==> config.mk <==
export PLATFORM = sky130hd
export DESIGN_NAME = sems_ctrl
export DESIGN_NICKNAME = d
export VERILOG_FILES = /design/src/hdl/sems_pkg.sv /design/src/hdl/sems_ctrl.sv
export VERILOG_INCLUDE_DIRS = /design/src /design/src/hdl
export SDC_FILE = /design/constraint.sdc
export NUM_CORES = 1
export LEC_CHECK = 0
export BUFFER_PORTS_ARGS = -buffer_cell sky130_fd_sc_hd__buf_2
export CORE_AREA = 3 3 40 42
export CTS_CLUSTER_SIZE = 24
export DETAILED_ROUTE_END_ITERATION = 12
export DIE_AREA = 0 0 43 45
export GPL_TIMING_DRIVEN = 0
export SLEW_MARGIN = 0
export SYNTH_ARGS = -nofsm -noshare
export SYNTH_HDL_FRONTEND = slang
export SYNTH_SLANG_ARGS = --single-unit
==> constraint.sdc <==
create_clock -name aclk -period 1.6 [get_ports aclk]
set_input_delay 0.24 -clock aclk [delete_from_list [all_inputs] [get_ports aclk]]
set_output_delay 0.24 -clock aclk [all_outputs]
set_load 0.005 [all_outputs]
==> src/hdl/assert_macros.svh <==
// Assertion macros shared by the RTL files.
// No dependencies; defines empty bodies when ASSERT_OFF is set.
`ifndef ASSERT_MACROS_SVH
`define ASSERT_MACROS_SVH
`ifndef ASSERT_OFF
`define ASSERT_IMP(label, clk, rstn, a, c, msg) \
    label: assert property (@(posedge clk) disable iff (!rstn) (a) |-> (c)) else $error(msg);
`define ASSERT_NXT(label, clk, rstn, a, c, msg) \
    label: assert property (@(posedge clk) disable iff (!rstn) (a) |=> (c)) else $error(msg);
`else
`define ASSERT_IMP(label, clk, rstn, a, c, msg)
`define ASSERT_NXT(label, clk, rstn, a, c, msg)
`endif
`endif

==> src/hdl/sems_pkg.sv <==
// Package for the sparse ELLPACK matrix store: opcodes, status codes, states,
// and the controller/datapath command and status structs. No dependencies.
package sems_pkg;
    localparam logic [2:0] KIND_WRITE = 3'd0;
    localparam logic [2:0] KIND_READ  = 3'd1;
    localparam logic [2:0] KIND_CLEAR = 3'd2;
    localparam logic [2:0] KIND_VLOAD = 3'd3;
    localparam logic [2:0] KIND_MULT  = 3'd4;

    localparam logic [1:0] ST_OK       = 2'd0;
    localparam logic [1:0] ST_FULL     = 2'd1;
    localparam logic [1:0] ST_NOTFOUND = 2'd2;
    localparam logic [1:0] ST_SAT      = 2'd3;

    localparam int FRAC_BITS = 16;

    typedef enum logic [2:0] {
        S_IDLE, S_ISSUE, S_WAIT, S_CHECK, S_MAC, S_FINISH, S_OUT
    } state_t;

    // controller -> datapath
    typedef struct packed {
        logic load;      // capture input transaction
        logic rd;        // issue slot read at slot counter
        logic check;     // compare read column / fetch vector, form product
        logic mac;       // accumulate step
        logic finish;    // decide result and commit writes
        logic advance;   // increment slot counter
    } cmd_t;

    // datapath -> controller
    typedef struct packed {
        logic is_mult;
        logic is_search;   // write or read with row in range
        logic last_slot;   // slot counter reached fill count
        logic hit;         // column match seen
    } stat_t;
endpackage

==> src/hdl/sems_ctrl.sv <==
// Controller state machine for the matrix store.
// Depends on sems_pkg and assert_macros.svh.
`include "assert_macros.svh"
module sems_ctrl (
    input  logic             aclk,
    input  logic             aresetn,
    input  logic             s_valid,
    output logic             s_ready,
    output logic             m_valid,
    input  logic             m_ready,
    output sems_pkg::cmd_t   cmd,
    input  sems_pkg::stat_t  stat
);
    sems_pkg::state_t state_reg, state_next;

    always_ff @(posedge aclk) begin
        if (!aresetn) state_reg <= sems_pkg::S_IDLE;
        else state_reg <= state_next;
    end

    // next state and commands
    always_comb begin
        state_next = state_reg;
        cmd = '0;
        s_ready = 1'b0;
        m_valid = 1'b0;
        case (state_reg)
            sems_pkg::S_IDLE: begin
                s_ready = 1'b1;
                if (s_valid) begin
                    cmd.load = 1'b1;
                    state_next = sems_pkg::S_ISSUE;
                end
            end
            sems_pkg::S_ISSUE: begin
                if ((stat.is_search || stat.is_mult) && !stat.last_slot && !stat.hit) begin
                    cmd.rd = 1'b1;
                    state_next = sems_pkg::S_WAIT;
                end else begin
                    state_next = sems_pkg::S_FINISH;
                end
            end
            sems_pkg::S_WAIT: begin
                // read data now registered; fetch vector element, compare
                cmd.check = 1'b1;
                state_next = stat.is_mult ? sems_pkg::S_CHECK : sems_pkg::S_ISSUE;
                cmd.advance = !stat.is_mult;
            end
            sems_pkg::S_CHECK: begin
                // vector element registered; form product
                cmd.check = 1'b1;
                state_next = sems_pkg::S_MAC;
            end
            sems_pkg::S_MAC: begin
                cmd.mac = 1'b1;
                cmd.advance = 1'b1;
                state_next = sems_pkg::S_ISSUE;
            end
            sems_pkg::S_FINISH: begin
                cmd.finish = 1'b1;
                state_next = sems_pkg::S_OUT;
            end
            sems_pkg::S_OUT: begin
                m_valid = 1'b1;
                if (m_ready) state_next = sems_pkg::S_IDLE;
            end
            default: state_next = sems_pkg::S_IDLE;
        endcase
    end

    `ASSERT_IMP(a_no_overlap, aclk, aresetn, s_ready, !m_valid,
                "input taken while result pending")
    `ASSERT_NXT(a_finish_out, aclk, aresetn, cmd.finish, m_valid,
                "result not presented after finish")
    `ASSERT_NXT(a_load_issue, aclk, aresetn, cmd.load, state_reg == sems_pkg::S_ISSUE,
                "load not followed by issue")
endmodule
-- Yosys cells after proc, flatten, opt, wreduce, memory -nomap -nowiden
Cells that the tools add are included.
- equal/unequal tests: 8
- multiplexer cells: 15
- reductions and logical operators: 9
- operators with widths (operator ; number):
    3-bit case mux with 7 select lines ; 1
    3-bit equality test (second input constant) ; 3
    1-bit two-way mux ; 9
    3-bit two-way mux ; 3
    3-bit by 2-bit equality test with 1-bit output (second input constant) ; 2
    2-bit inequality test (second input constant) ; 2
    3-bit by 1-bit equality test with 1-bit output (second input constant) ; 1
    1-bit logical NOT ; 3
    3-bit logical NOT ; 1
    1-bit logical AND ; 2
    2-bit two-way mux ; 1
    1-bit case mux with 2 select lines ; 1
    2-bit AND reduction ; 1
    2-bit OR reduction ; 1
    1-bit logical OR ; 1
- bits in registers: 3
- input port bits: 8
- output and inout bits: 8
- word-level logic and storage cells: 33

-- Depth between registers and ports, before layout
- word-level depth: 5
- gate-level depth with buffers: 4
- mapped depth without buffers: 3

-- Worst setup path before layout
No wires, ideal clock.
- path kind: register to register
- from: reg state_reg[2]
- to: reg state_reg[1]
- setup time: 120 ps
- data arrival time: 1020 ps
- data required time: 1480 ps
- path slack: 460 ps
- cell stages (with the launch flop): 5
- buffers on the path: 1
- clock period less this slack: 1140 ps
- path through: dfxtp_1 buf_6 and3b_4 a31o_1 o31a_1
- word-level cells in the longest chain between the ends: 3
- elaborated cells between the ends (all ways): 11
- those cells by class: eq/ne (8); mux (1); reduce/logical (2)
- ends and longest elaborated chain (element ; line ; RTL):
    start: declaration ; sems_ctrl.sv:14 ; sems_pkg::state_t state_reg, state_next;
    start signal: assignment ; sems_ctrl.sv:17 ; if (!aresetn) state_reg <= sems_pkg::S_IDLE;
    start signal: assignment ; sems_ctrl.sv:18 ; else state_reg <= state_next;
    3-bit equality test or 3-bit logical NOT (tied branches) ; sems_ctrl.sv:27 ; case (state_reg)
    2-bit inequality test (no line) ; - ;
    2-bit AND reduction (no line) ; - ;
Several ways; a longest one is shown, not always the timed one.
A chain may end at the register's enable or synchronous reset.

==> key figures <==
Die
  • Die width: 43 um
  • Num rows: 13
  • Initial Util: 19.6%
  • Full die area: 1940 um^2
  • Die Y: 45 um
  • # IOs: 16
  • Core box area: 1280 um^2

CTS
  • Post-CTS sizing: 0
  • H-tree levels: 1
  • Clock root cell: clkbuf_4
  • Num CTS Buffers: 3
  • Hold buffer count at cts: 0
  • CTS clk-pin slew, worst paths: 0.04 ns
  • CTS sink cnt: 3
  • Setup Fix Bufs, Post-CTS: 0
  • Worst skew pair latency: 0.23 ns
  • CTS tree: built
  • Clk buf depth: 2

Layout
  • Sequential Area: 60.1 um^2
  • Most frequent cells in the layout: buf_2, nor2_1, nor3_1, clkbuf_4, dfxtp_1
  • Fill cell count: 146
  • NumNets Final: 60
  • Layout area overhead: 48.8%
  • Design Area, Final: 374 um^2
  • Ant. Diodes: 0
  • Max reg flops: 3
  • Area of the multi-input gates: 170 um^2
  • Commonest non-fill, non-tap cell in the layout: buf_2
  • Layout cell share with drive strength beyond 1: 45.1%

Place
  • Dpl cell area: 345 um^2
  • Placement Setup Slack: 0.346 ns
  • Port Buffers: 15
  • Dpl hpwl: 520 um
  • Global placer's final weighted congestion: 0.773

Timing
  • Post-route minimum period: 1.49 ns
  • Final period util: 93.1%
  • Worst slew margin relative to its limit: 77.5%
  • Post-Route Setup TNS: 0 ns
  • Setup violators final: 0
  • RSZ-0062 raised after global routing: false
  • Max-slew violations: 0
  • Final Hold Viols: 0
  • Fmax: 0.672 GHz
  • Worst-margin pin slew: 0.334 ns
  • Clock skew: 0.000650 ns
  • Setup WS post-layout: 0.111 ns

Route
  • # DRC: 0
  • Vias/cell: 4.36
  • Antenna Violating Nets Remaining: 0
  • DRT iter0 DRCs: 2
  • Drt pass-1 iters: 3
  • Vias: 288
  • Post-Route WL: 673 um
  • WL/cell: 10.2 um

Synthesis
  • Mapped Avg Cell Area: 7.86 um^2
  • Synthesized area: 251 um^2
  • Syn nets: 40
  • Synthesis-stage register bit count: 3
  • Unique masters post-synth: 20
  • Ys Warns: 0
  • Synth Instances: 32
  • Sequential area share after synthesis: 23.9%

Global route
  • Grt total ovfl: 0
  • Largest net degree at the start of global routing: 11
  • GRT Overall Usage: 7.82%
  • Via count of the first global-routing pass: 273
  • Global-route wire length before repair: 1100 um
  • Initial antenna violation count: 0

Power and ir drop
  • Leak: 0.188 nW
  • Pwr per Cell Area: 880 nW/um^2
  • Max IR drop VDD: 0.209 mV

Setup path
  • Setup crit start kind: register
  • Critical path data required time: 1.36 ns
  • Crit. End Element: output pin
  • CP Class: reg -> out
  • Crit path arrival time: 1.25 ns
  • Worst-path fanout max: 7

Status
  • Outcome: finished, final reports clean

Run
  • Number of max-cap violations: 0

Worst hold path
  • Hold crit path type: in -> reg
[metal layers]
| layer | global-route usage (%) | share of wire, % | vias to the layer above |
|---|---|---|---|
| li1 | - | - | 154 |
| met3 | 5.18 | 7.4 | 0 |
| met1 | 8.89 | 49 | 125 |
| met5 | 0 | 0 | - |
| met2 | 10.5 | 44 | 9 |
| met4 | 5.42 | 0 | 0 |
[critical path, cell delays in order, from the launching register on]
cell and delay [ns]:
dfxtp_1 0.43, nor2b_2 0.23, and4bb_1 0.23, buf_2 0.12
[cell families after synthesis]
kind of cell	after synthesis	synth area share, %
buffers and inverters	4	9.45
AO/OA/AOI/OAI	8	25.4
AND/OR/NAND/NOR	17	41.3
flip-flops	3	23.9
[where the power goes]
group / total [mW] / switching [mW] / internal, mW
combinational: 0.102 / 0.0471 / 0.0548
clock: 0.135 / 0.0410 / 0.0936
sequential: 0.0927 / 0.00897 / 0.0837
[worst paths after layout]
check          startpoint            to  slack (ns)  cells past startpoint
min               aresetn  state_reg[1]        0.25                      2
max reg2reg  state_reg[2]  state_reg[1]        0.42                      4
min reg2reg  state_reg[2]  state_reg[2]        0.67                      4
max          state_reg[0]        cmd[4]        0.11                      3
[per-stage QoR]
step	cells	hold slack, ns	power [mW]	utilization, %
after floorplan	32	0.368	0.154	-
after global placement	62	0.502	0.193	26.9
after detailed placement	62	0.494	0.195	26.9
after CTS	66	0.245	0.337	28.9
after global routing	66	0.263	0.357	29.1
final	66	0.254	0.329	29.1
[final cells by class]
type	count	area share, %
sequential	3	16.1
inverter	2	2.01
clock buffer	4	7.02
tap	15	5.02
timing repair buffer	15	20.1
multi-input combinational	25	45.5
buffer	2	4.35
[synth_stat cells, drive strengths merged]
| cell | instances | area, um^2 |
|---|---|---|
| o41ai | 1 | 8.76 |
| and4bb | 1 | 12.5 |
| and2 | 3 | 21.3 |
| buf | 2 | 16.3 |
| dfxtp | 3 | 60.1 |
| a31oi | 1 | 6.26 |
| a21boi | 1 | 7.51 |
| nor3b | 1 | 7.51 |
| nor2 | 5 | 18.8 |
| a21oi | 1 | 5.00 |
| inv | 2 | 7.51 |
| nor2b | 2 | 12.5 |
| and3b | 1 | 12.5 |
| o31a | 2 | 17.5 |
| a31o | 1 | 8.76 |
| nor3 | 3 | 15.0 |
| o311a | 1 | 10.0 |
| nand2 | 1 | 3.75 |
No activity file was read; power rests on OpenSTA's default activity.
